<file path="config.mk">
export PLATFORM = sky130hd
export DESIGN_NAME = swm_cell
export DESIGN_NICKNAME = d
export VERILOG_FILES = /design/src/rtl/swm_pkg.sv /design/src/rtl/swm_cell.sv
export SDC_FILE = /design/constraint.sdc
export NUM_CORES = 1
export LEC_CHECK = 0
export BUFFER_PORTS_ARGS = -buffer_cell sky130_fd_sc_hd__buf_2
export CORE_MARGIN = 3
export CORE_UTILIZATION = 45
export DETAILED_ROUTE_END_ITERATION = 16
export MAX_ROUTING_LAYER = met4
export PLACE_DENSITY_LB_ADDON = 0.08
export SLEW_MARGIN = 0
export SYNTH_ARGS = -nofsm -noshare
export SYNTH_HDL_FRONTEND = slang
export SYNTH_SLANG_ARGS = --single-unit
</file>
<file path="constraint.sdc">
create_clock -name i_clk -period 10.5 [get_ports i_clk]
set_clock_uncertainty 0.15 [all_clocks]
set_input_delay 1.05 -clock i_clk [delete_from_list [all_inputs] [get_ports i_clk]]
set_output_delay 1.05 -clock i_clk [all_outputs]
set_load 0.01 [all_outputs]
</file>
<file path="src/rtl/swm_pkg.sv">
// ----------------------------------------------------------------------------
// swm_pkg
// Shared types and constants for the sliding-window median filter: sample
// type, cell-chain operations, sequencer states and the register map.
// ----------------------------------------------------------------------------
package swm_pkg;

    // Sample and register widths.
    localparam int SAMPLE_W = 32;
    localparam int WLEN_W   = 7;
    localparam int APB_DW   = 32;
    localparam int APB_AW   = 3;

    // Window length after reset.
    localparam logic [WLEN_W-1:0] WLEN_RESET = 7'd3;

    // Register map: bit 2 of the byte address selects the register word.
    localparam logic REG_SEL_WINDOW_LENGTH = 1'b0;

    typedef logic signed [SAMPLE_W-1:0] t_sample;

    // Operation applied by every cell of the chain together.
    typedef enum logic [1:0] {
        OP_HOLD,
        OP_AGE,
        OP_DROP,
        OP_INSERT
    } t_op;

    // Sequencer states.
    typedef enum logic [1:0] {
        ST_IDLE,
        ST_DROP,
        ST_INSERT,
        ST_EMIT
    } t_state;

    // Command broadcast from the sequencer to the cell chain.
    typedef struct packed {
        t_op     op;
        logic    restart;
        t_sample sample;
    } t_cmd;

endpackage

</file>
<file path="src/rtl/swm_cell.sv">
// ----------------------------------------------------------------------------
// swm_cell
// One cell of the sorted chain: holds one sample, its age and a valid bit.
// It ages, closes a gap by taking its right neighbor, or opens a gap for a
// new sample by taking its left neighbor, as the broadcast command says.
// ----------------------------------------------------------------------------
module swm_cell #(
    parameter int AGE_W = 7
) (
    input  logic                 i_clk,
    input  logic                 i_rst_n,
    input  swm_pkg::t_cmd        i_cmd,
    input  logic                 i_drop_found,
    input  swm_pkg::t_sample     i_drop_value,
    input  logic [AGE_W-1:0]     i_drop_age,
    input  swm_pkg::t_sample     i_left_value,
    input  logic [AGE_W-1:0]     i_left_age,
    input  logic                 i_left_valid,
    input  logic                 i_left_gt,
    input  swm_pkg::t_sample     i_right_value,
    input  logic [AGE_W-1:0]     i_right_age,
    input  logic                 i_right_valid,
    output swm_pkg::t_sample     o_value,
    output logic [AGE_W-1:0]     o_age,
    output logic                 o_valid,
    output logic                 o_gt
);
    import swm_pkg::*;

    t_sample          r_value;
    logic [AGE_W-1:0] r_age;
    logic             r_valid;
    t_sample          n_value;
    logic [AGE_W-1:0] n_age;
    logic             n_valid;
    logic             w_gt;
    logic             w_at_or_above_drop;

    // Greater than the sample being inserted.
    assign w_gt = r_valid && ($signed(r_value) > $signed(i_cmd.sample));

    // Among equal values the older sample sits further left, so the value
    // and the age together place this cell relative to the outgoing one.
    assign w_at_or_above_drop = !r_valid
        || ($signed(r_value) > $signed(i_drop_value))
        || ((r_value == i_drop_value) && (r_age <= i_drop_age));

    // Next contents of the cell.
    always_comb begin
        n_value = r_value;
        n_age   = r_age;
        n_valid = r_valid;
        case (i_cmd.op)
            OP_AGE: begin
                n_age = r_age + 1'b1;
                if (i_cmd.restart) begin
                    n_valid = 1'b0;
                end
            end
            OP_DROP: begin
                if (i_drop_found && w_at_or_above_drop) begin
                    n_value = i_right_value;
                    n_age   = i_right_age;
                    n_valid = i_right_valid;
                end
            end
            OP_INSERT: begin
                if (i_left_gt) begin
                    n_value = i_left_value;
                    n_age   = i_left_age;
                    n_valid = i_left_valid;
                end else if (i_left_valid && (!r_valid || w_gt)) begin
                    n_value = i_cmd.sample;
                    n_age   = '0;
                    n_valid = 1'b1;
                end
            end
            default: begin
            end
        endcase
    end

    // Only the valid bit needs a reset.
    always_ff @(posedge i_clk) begin
        if (!i_rst_n) begin
            r_valid <= 1'b0;
        end else begin
            r_valid <= n_valid;
        end
    end

    always_ff @(posedge i_clk) begin
        r_value <= n_value;
        r_age   <= n_age;
    end

    assign o_value = r_value;
    assign o_age   = r_age;
    assign o_valid = r_valid;
    assign o_gt    = w_gt;

endmodule

</file>
==> results.py <==
metrics = {
    "status": {
        "status": "completed",
    },
    "grt": {
        "grt_max_degree": 65,
        "grt_pass1_wl_um": 18200,
        "antenna_found_initial": 0,
        "grt_pass1_vias": 4011,
        "overflow": 0,
        "grt_util_all_layers_pct": 23.1,
    },
    "yosys": {
        "ys_ff_latch": 40,
        "synthFlopType": "edfxtp_1",
        "yosys-top-cells-area": "edfxtp_1 29%, ha_1 22%, a21oi_1 8.5%",
        "synth_area_leader_cell": "edfxtp_1",
        "synth_top_area_share_pct": 29.1,
        "syn_inst": 458,
        "ys_types": 46,
        "syn_area_um2": 4020,
        "syn_avg_cell_area_um2": 8.77,
        "syn_nets": 688,
        "synth_warnings": 0,
        "async_flop_share_pct": 0,
        "seq_area_frac_synth_pct": 29.6,
        "synth_edf_count": 39,
    },
    "worst_setup_path": {
        "startpoint": "i_cmd[31]",
        "r2r-end": "o_value[0]$_DFFE_PP_",
        "r2r_slack_ps": 6740,
        "worstSetupPathType": "in -> reg",
        "end_kind": "flip-flop",
        "critPathArrivalTime_ps": 3980,
        "r2r_start": "o_value[31]$_DFFE_PP_",
        "critPathRequiredTime_ps": 10320,
        "critPathLaunchType": "input pin",
        "critPathCapture": "o_value[0]$_DFFE_PP_",
        "worstRegToRegCells": 9,
        "worstPathMaxFanout": 22,
    },
    "finish": {
        "multi_input_area_um2": 2500,
        "final_common_cell": "buf_2",
        "seqCellArea_um2": 1190,
        "mostFrequentLayoutCells": "198 x buf_2, 75 x inv_1, 72 x ha_1, 68 x a21oi_1, 41 x nor2_1",
        "layout.nets": 883,
        "syn_to_final_growth_pct": 29.6,
        "num_antenna_cells": 0,
        "fill_cells": 788,
        "drive_above_1_share_pct": 32.6,
    },
    "clock_network": {
        "numCtsBuffers": 5,
        "cts_resized": 0,
        "clock-sinks": 40,
        "cts_tree": "built",
        "htree_levels": 2,
        "clk_latency_ps": 290,
        "post_cts.repair.setup_buffers": 0,
        "worst_setup_hold_path_clk_slew_ps": 80,
        "ctsHoldBuffers": 0,
        "cts-root-buf": "clkbuf_8",
        "clockBufferDepth": 2,
    },
    "sta": {
        "period_share_pct": 39.6,
        "hold_viol": 0,
        "setup-tns-final_ps": 0,
        "clock.fmax_ghz": 0.240,
        "rsz0062_at_grt": "false",
        "fin_crit_ps": 4160,
        "relSlewSlack_pct": 37.8,
        "setup_violations": 0,
        "worstMarginPinSlew_ps": 930,
        "drv_slew": 0,
    },
    "placement": {
        "portBuffers": 198,
        "place.gp.congestion": 0.833,
        "dpl.hpwl_um": 9620,
    },
    "power": {
        "peakVddDrop_mv": 0.0498,
        "power.switching_uw": 168,
        "seqPwrFrac_pct": 42.6,
        "p_leak_nw": 2.77,
        "pwr-share-clk_pct": 20.0,
        "finalPower_uw": 498,
        "power.density_nw_per_um2": 95.7,
        "p_sw_share_pct": 33.8,
        "p_comb_share_pct": 37.5,
        "p_int_uw": 330,
    },
    "route": {
        "ant_nets": 0,
        "vias_per_cell": 5.23,
        "dr_total_vias": 3970,
        "drt_iter0_drc": 114,
        "wl_per_cell_um": 14.9,
        "totalWireLength_um": 11300,
        "first_pass_iters": 4,
        "drc": 0,
    },
    "die": {
        "coreArea_um2": 8420,
        "die_y_um": 100,
        "io_pins": 199,
        "die_w_um": 100,
        "die-area_um2": 10100,
        "rows": 33,
        "start_util_pct": 47.7,
    },
    "job": {
        "maxCapViolCount": 0,
    },
    "min_path": {
        "hp-class": "reg -> reg",
    },
}
-- worst min-delay path by stage --
stage                          from                   end  slack [ps]  cells after the start
2_1_floorplan  o_valid$_SDFFE_PN0P_  o_valid$_SDFFE_PN0P_         480                      1
3_3_place_gp   o_valid$_SDFFE_PN0P_  o_valid$_SDFFE_PN0P_         510                      1
3_5_place_dp   o_valid$_SDFFE_PN0P_  o_valid$_SDFFE_PN0P_         510                      1
4_1_cts        o_valid$_SDFFE_PN0P_  o_valid$_SDFFE_PN0P_         520                      1
5_1_grt        o_valid$_SDFFE_PN0P_  o_valid$_SDFFE_PN0P_         540                      1
6_report       o_valid$_SDFFE_PN0P_  o_valid$_SDFFE_PN0P_         530                      1
-- sequential cells by signal, summed over array words and instances (netlist names) --
signal / flops
o_valid: 1
o_value: 32
o_age: 7
-- per-layer routing --
metal  global-route usage [%]  up-vias  share of wire [%]
li1                         -     2053                  -
met1                     26.8     1789                 41
met2                     42.2      121                 52
met3                     3.60        7                6.2
met4                     4.56        0               0.87
met5                        -        -                  0
-- kinds of logic (layout without fill, tap and decap cells) --
| family | count (synthesis) | in the layout | synth area share, % |
|---|---|---|---|
| xor gates and xnor gates | 5 | 5 | 1.09 |
| AOI/OAI and AO/OA | 111 | 111 | 16.9 |
| buffers and inverters | 89 | 285 | 8.35 |
| DFF | 40 | 40 | 29.6 |
| muxes | 32 | 32 | 7.97 |
| and+or+nand+nor | 109 | 109 | 13.6 |
| adders and majority gates | 72 | 72 | 22.4 |
-- metrics by stage --
step | std cells | cell area (um2) | utilization (%) | setup WS (ps) | hold slack (ps)
after CTS | 759 | 5200 | 61.8 | 6330 | 520
after floorplan | 458 | 4020 | - | 5050 | 478
after global routing | 759 | 5200 | 61.8 | 6060 | 541
after global placement | 751 | 5120 | 60.8 | 6110 | 507
after detailed placement | 751 | 5120 | 60.8 | 6010 | 506
final | 759 | 5200 | 61.8 | 6340 | 534
-- Yosys cell counts, types with 3 or more instances --
cell type and n:
a21oi_1 68, a221oi_1 9, a31oi_1 3, and2_1 3, and4_1 3, buf_1 5
clkbuf_1 7, edfxtp_1 39, ha_1 72, inv_1 75, mux2i_1 32, nand2_1 18
nand3_1 13, nand4_1 13, nor2_1 42, nor2b_1 3, nor3b_1 3, o2111ai_1 3
o211ai_1 3, o21ai_0 10, xor2_1 4
-- power by group through the flow --
stage	registers, mW	clock network [mW]	logic, mW
4_1_cts	0.213	0.102	0.189
3_3_place_gp	0.216	0	0.181
3_5_place_dp	0.216	0	0.188
2_1_floorplan	0.219	0	0.105
5_1_grt	0.215	0.107	0.212
6_report	0.212	0.0994	0.187
-- area by class of cell --
| cell class | count | share of cell area [%] |
|---|---|---|
| Clock buffer | 7 | 1.47 |
| Clock inverter | 1 | 0.0721 |
| Inverter | 76 | 5.48 |
| Multi-Input combinational cell | 329 | 48.1 |
| Sequential cell | 40 | 22.9 |
| Tap cell | 105 | 2.52 |
| Timing Repair Buffer | 201 | 19.5 |
-- critical path, stage by stage --
cell	delay, ps
buf_2	100
inv_1	40
ha_1	410
nand4_2	140
and4bb_1	370
inv_2	60
o211a_4	240
o2111ai_2	200
nor3b_1	110
nor3b_2	790
buf_4	450
Note: power is estimated with default switching activity, not from simulation.
