===== src/rtl/swm_pkg.sv =====
// ----------------------------------------------------------------------------
// swm_pkg
// Shared types and constants for the sliding-window median filter: sample
// type, cell-chain operations, sequencer states and the register map.
// ----------------------------------------------------------------------------
package swm_pkg;

    // Sample and register widths.
    localparam int SAMPLE_W = 32;
    localparam int WLEN_W   = 7;
    localparam int APB_DW   = 32;
    localparam int APB_AW   = 3;

    // Window length after reset.
    localparam logic [WLEN_W-1:0] WLEN_RESET = 7'd3;

    // Register map: bit 2 of the byte address selects the register word.
    localparam logic REG_SEL_WINDOW_LENGTH = 1'b0;

    typedef logic signed [SAMPLE_W-1:0] t_sample;

    // Operation applied by every cell of the chain together.
    typedef enum logic [1:0] {
        OP_HOLD,
        OP_AGE,
        OP_DROP,
        OP_INSERT
    } t_op;

    // Sequencer states.
    typedef enum logic [1:0] {
        ST_IDLE,
        ST_DROP,
        ST_INSERT,
        ST_EMIT
    } t_state;

    // Command broadcast from the sequencer to the cell chain.
    typedef struct packed {
        t_op     op;
        logic    restart;
        t_sample sample;
    } t_cmd;

endpackage


===== src/rtl/swm_seq.sv =====
// ----------------------------------------------------------------------------
// swm_seq
// Sequencer of the median filter: takes one input word, steps the cell
// chain through age, drop and insert, and loads the output register.
// ----------------------------------------------------------------------------
module swm_seq #(
    parameter int KW = 7
) (
    input  logic               i_clk,
    input  logic               i_rst_n,
    input  logic               i_valid,
    output logic               o_ready,
    input  swm_pkg::t_sample   i_sample,
    input  logic               i_restart,
    input  logic [KW-1:0]      i_k,
    output swm_pkg::t_cmd      o_cmd,
    output logic [KW-1:0]      o_drop_age,
    input  logic               i_have_result,
    input  swm_pkg::t_sample   i_median,
    output logic               o_valid,
    input  logic               i_ready,
    output swm_pkg::t_sample   o_median
);
    import swm_pkg::*;

    t_state        r_state;
    t_state        n_state;
    t_sample       r_sample;
    logic [KW-1:0] r_t;
    logic [KW-1:0] n_t;
    logic [KW-1:0] r_kprev;
    logic [KW-1:0] n_kprev;
    logic          r_out_valid;
    logic          n_out_valid;
    t_sample       r_out_median;
    logic          w_accept;
    logic          w_load;
    t_op           w_op;

    assign w_accept = i_valid && (r_state == ST_IDLE);

    // Next state.
    always_comb begin
        n_state = r_state;
        case (r_state)
            ST_IDLE: begin
                if (i_valid) begin
                    n_state = ST_DROP;
                end
            end
            ST_DROP: begin
                if (r_t <= i_k) begin
                    n_state = ST_INSERT;
                end
            end
            ST_INSERT: begin
                n_state = ST_EMIT;
            end
            ST_EMIT: begin
                if (!i_have_result || !r_out_valid || i_ready) begin
                    n_state = ST_IDLE;
                end
            end
            default: begin
                n_state = ST_IDLE;
            end
        endcase
    end

    // Outputs of the state machine.
    always_comb begin
        w_op   = OP_HOLD;
        w_load = 1'b0;
        case (r_state)
            ST_IDLE: begin
                if (i_valid) begin
                    w_op = OP_AGE;
                end
            end
            ST_DROP: begin
                if (r_t >= i_k) begin
                    w_op = OP_DROP;
                end
            end
            ST_INSERT: begin
                w_op = OP_INSERT;
            end
            ST_EMIT: begin
                w_load = i_have_result && (!r_out_valid || i_ready);
            end
            default: begin
            end
        endcase
    end

    // The drop pass walks the ages from the previous window length down to
    // the current one; a restart empties the chain so nothing is dropped.
    always_comb begin
        n_t     = r_t;
        n_kprev = r_kprev;
        if (w_accept) begin
            n_t = i_restart ? '0 : r_kprev;
        end else if (r_state == ST_DROP) begin
            n_t = r_t - 1'b1;
        end
        if (r_state == ST_INSERT) begin
            n_kprev = i_k;
        end
    end

    // Output register.
    always_comb begin
        n_out_valid = r_out_valid;
        if (r_out_valid && i_ready) begin
            n_out_valid = 1'b0;
        end
        if (w_load) begin
            n_out_valid = 1'b1;
        end
    end

    always_ff @(posedge i_clk) begin
        if (!i_rst_n) begin
            r_state     <= ST_IDLE;
            r_kprev     <= '0;
            r_out_valid <= 1'b0;
        end else begin
            r_state     <= n_state;
            r_kprev     <= n_kprev;
            r_out_valid <= n_out_valid;
        end
    end

    always_ff @(posedge i_clk) begin
        r_t <= n_t;
        if (w_accept) begin
            r_sample <= i_sample;
        end
        if (w_load) begin
            r_out_median <= i_median;
        end
    end

    assign o_ready       = (r_state == ST_IDLE);
    assign o_cmd.op      = w_op;
    assign o_cmd.restart = i_restart;
    assign o_cmd.sample  = r_sample;
    assign o_drop_age    = r_t;
    assign o_valid       = r_out_valid;
    assign o_median      = r_out_median;

endmodule


===== config.mk =====
export PLATFORM = sky130hd
export DESIGN_NAME = swm_seq
export DESIGN_NICKNAME = d
export VERILOG_FILES = /design/src/rtl/swm_pkg.sv /design/src/rtl/swm_seq.sv
export SDC_FILE = /design/constraint.sdc
export NUM_CORES = 1
export LEC_CHECK = 0
export BUFFER_PORTS_ARGS = -buffer_cell sky130_fd_sc_hd__buf_4
export CAP_MARGIN = 20
export CORE_MARGIN = 4
export CORE_UTILIZATION = 30
export DETAILED_ROUTE_END_ITERATION = 10
export SLEW_MARGIN = 20
export SYNTH_ARGS = -nofsm -noshare
export SYNTH_HDL_FRONTEND = slang
export SYNTH_SLANG_ARGS = --single-unit

===== constraint.sdc =====
create_clock -name i_clk -period 3.6 [get_ports i_clk]
set_clock_uncertainty 0.05 [all_clocks]
set_input_delay 0.72 -clock i_clk [delete_from_list [all_inputs] [get_ports i_clk]]
set_output_delay 0.72 -clock i_clk [all_outputs]
set_load 0.05 [all_outputs]

==> reports/results.tsv <==
stage	metric	value	unit
outcome	outcome	finished, final reports clean	
synth	Main synth FF type	edfxtp_1	
placement	dpl cell area	4354	sq um
clocking	CTS Sinks	81	
die	Initial Util	31.05	%
timing	Final period util	77.11	%
synth	top post-synthesis cells by area	edfxtp_1 70%, dfxtp_1 6.6%, ha_1 4.9%	
synth	Post-Syn Instances	186	
critical_path	Req. time, crit path	2.83	ns
critical_path	crit-path leading delay family	compound AO/OA/AOI/OAI gates	
clocking	Clock Pin Slew Worst Setup and Hold Paths	0.08	ns
pwr	leakage power	1.871	nW
clocking	CTS buffer count	9	
critical_path	CP Max Fanout	5	
drt	Vias/cell	4.323	
layout	final std cells w/o fill	483	
clocking	worst skew pair latency	0.33	ns
critical_path	CP Cell Sequence	ha_1 > a21oi_1 > o21ai_0 > o211ai_1 > nand2_1 > buf_4	
layout	Finished Core Util	45.87	%
critical_path	R2R Setup Slk	1.59	ns
die	die width	108.8	um
synth	area leader, netlist	edfxtp_1	
drt	Initial DRT Pass Iterations	4	
layout	multi-input logic area	654.4	sq um
critical_path	number of cells on the worst reg-to-reg path	5	
drt	Routed WL	7237	um
layout	Seq. cell area	2332	sq um
synth	Synth async-reset ratio	0	%
timing	Max Fclk	0.3603	GHz
timing	Final TNS setup	0	ns
synth	most common cell in the netlist	edfxtp_1	
clocking	setup bufs post-CTS	0	
grt	Remaining Overflow, GRT	0	
synth	post-synthesis cell type count	32	
synth	Syn Area/Cell	16.39	sq um
critical_path	Worst path slowest cell	edfxtp_1	
placement	Setup Slack @ Placement	0.8370	ns
timing	final worst slack	0.8242	ns
synth	commonest cells in the netlist	71 x edfxtp_1, 18 x a21oi_1, 12 x ha_1, 12 x inv_1, 10 x dfxtp_1	
die	Die Span Y	108.8	um
die	I/O pins	153	
placement	Placer Congestion	0.7727	
drt	Post-route DRC	0	
critical_path	CP Buf/Inv Count	1	
critical_path	highest cell delay on the worst timing path	0.51	ns
timing	RSZ-0062 raised after global routing	false	
critical_path	type of origin of the critical path	flip-flop	
min_path	hold wc startpoint	r_kprev[0]	
clocking	H-tree depth	3	
layout	Final Cell Area	4504	sq um
clocking	clk buf depth	2	
timing	max_slew headroom	61.02	%
synth	number of synthesized flops with an enable pin	71	
drt	routed length per instance	14.98	um
pwr	power per cell area	714.1	nW/um^2
synth	post-synthesis sequential area ratio	76.49	%
drt	antenna viol nets, final	0	
min_path	Hold Path Depth	2	
layout	# diodes	0	
grt	largest net degree at the start of global routing	33	
critical_path	worst endpoint data arrival time	2.01	ns
grt	antenna violations before repair	0	
placement	PortBufs	152	
critical_path	reg2reg end	r_sample[7]	
synth	Synth Net Count	275	
layout	Synth-to-Final Area Change	47.72	%
min_path	Worst Hold Class	reg -> reg	
die	FP Rows	36	
critical_path	Setup crit end kind	output port	
run	MaxCap Viol Count	0	
synth	Syn. warnings	0	
grt	vias in the first global route	2221	
pwr	maximum vdd ir drop	0.4733	mV
layout	fillers	915	
die	die footprint	11840	sq um
drt	Initial DRC Count	71	
pwr	Tot Pwr	3.217	mW
layout	nets@finish	436	
min_path	hold worst-path end	r_kprev[0]	
synth	post-synth top area share	69.92	%
timing	Final Slew Violations	0	
timing	Period minus WS final	2.776	ns
timing	hold_ws	0.4807	ns
die	core area	9819	sq um
clocking	# resized after CTS	0	
placement	Final HPWL DP	5560	um
layout	share of cells above drive strength 1	48.57	%
synth	synthesized cell area	3049	sq um
critical_path	r2r startpoint	r_state[1]	
placement	placed insts	469	
timing	Final setup viols	0	
clocking	CTS root buf	clkbuf_8	
synth	register bit total from synthesis	81	
critical_path	critical path class	reg -> out	
grt	first-pass GRT wire length	11100	um
clocking	CTS tree	yes	
drt	Vias	2088	
timing	final hold violation count	0	
grt	Total GRT Usage	12.50	%
clocking	CTS Hold Bufs	0	
timing	Worst Tran Pin Value	0.5833	ns
==> cell families after synthesis <==
family          after synthesis  synth area share (%)
buf+inv                      16                 2.134
xor+xnor                      5                 1.436
mux                           7                 2.298
simple gates                 33                 6.525
flops                        81                 76.49
compound gates               32                 6.197
fa+ha+maj                    12                 4.924
==> layer usage <==
layer  global-route usage, %  routed length, um
met2                   21.76               3623
met3                   4.677                650
met5                       0                  0
met4                   5.050                103
met1                   13.74               2859
==> where the power goes <==
group	internal [mW]	switching, mW
registers	1.24	0.112
logic	0.423	0.893
clock network	0.240	0.306
==> worst min-delay path: stages (launching register included) <==
cell and delay [ns]:
dfxtp_1 0.32, mux2i_1 0.12, nor2b_1 0.05
==> area by class of cell <==
type	count	share of cell area (%)
Clock buffer	10	2.833
Multi-Input combinational cell	89	14.53
Sequential cell	81	51.78
Tap cell	133	3.694
Timing Repair Buffer	154	25.67
Clock inverter	4	0.5000
Inverter	12	1.000
==> placed cells by master, fill, tap and decap left out, drive strengths merged <==
| cell type | count |
|---|---|
| o21a | 2 |
| xor2 | 2 |
| buf | 154 |
| or3 | 1 |
| mux2i | 7 |
| o21ai | 4 |
| nand3 | 5 |
| o211ai | 1 |
| xnor2 | 3 |
| nand3b | 1 |
| nor2 | 1 |
| o2111ai | 2 |
| nand4 | 1 |
| nand2 | 7 |
| dfxtp | 10 |
| a32oi | 2 |
| edfxtp | 71 |
| a21oi | 18 |
| ha | 12 |
| nand2b | 2 |
| or2 | 1 |
| a21boi | 1 |
| inv | 12 |
| nor3b | 1 |
| a21o | 1 |
| nor3 | 3 |
| clkinv | 4 |
| a31oi | 1 |
| and4b | 1 |
| nor2b | 9 |
| clkbuf | 10 |
==> worst max-delay path by stage <==
stage | start | end | slack [ns] | depth (start not counted)
after floorplan | r_state[1] | o_cmd[33] | 0.29 | 5
after detailed placement | i_k[6] | o_cmd[34] | 0.84 | 8
after global placement | i_k[6] | o_cmd[34] | 0.85 | 8
after global routing | o_drop_age[4] | o_cmd[34] | 0.58 | 6
after CTS | o_drop_age[4] | o_cmd[34] | 0.78 | 6
final | o_drop_age[4] | o_cmd[34] | 0.82 | 6
==> registers in the layout, summed over array words and instances (netlist names) <==
register and cells:
r_state 2, r_sample 32, o_drop_age 7, o_valid 1
r_kprev 7, o_median 32
(Power assumes the default switching activity.)
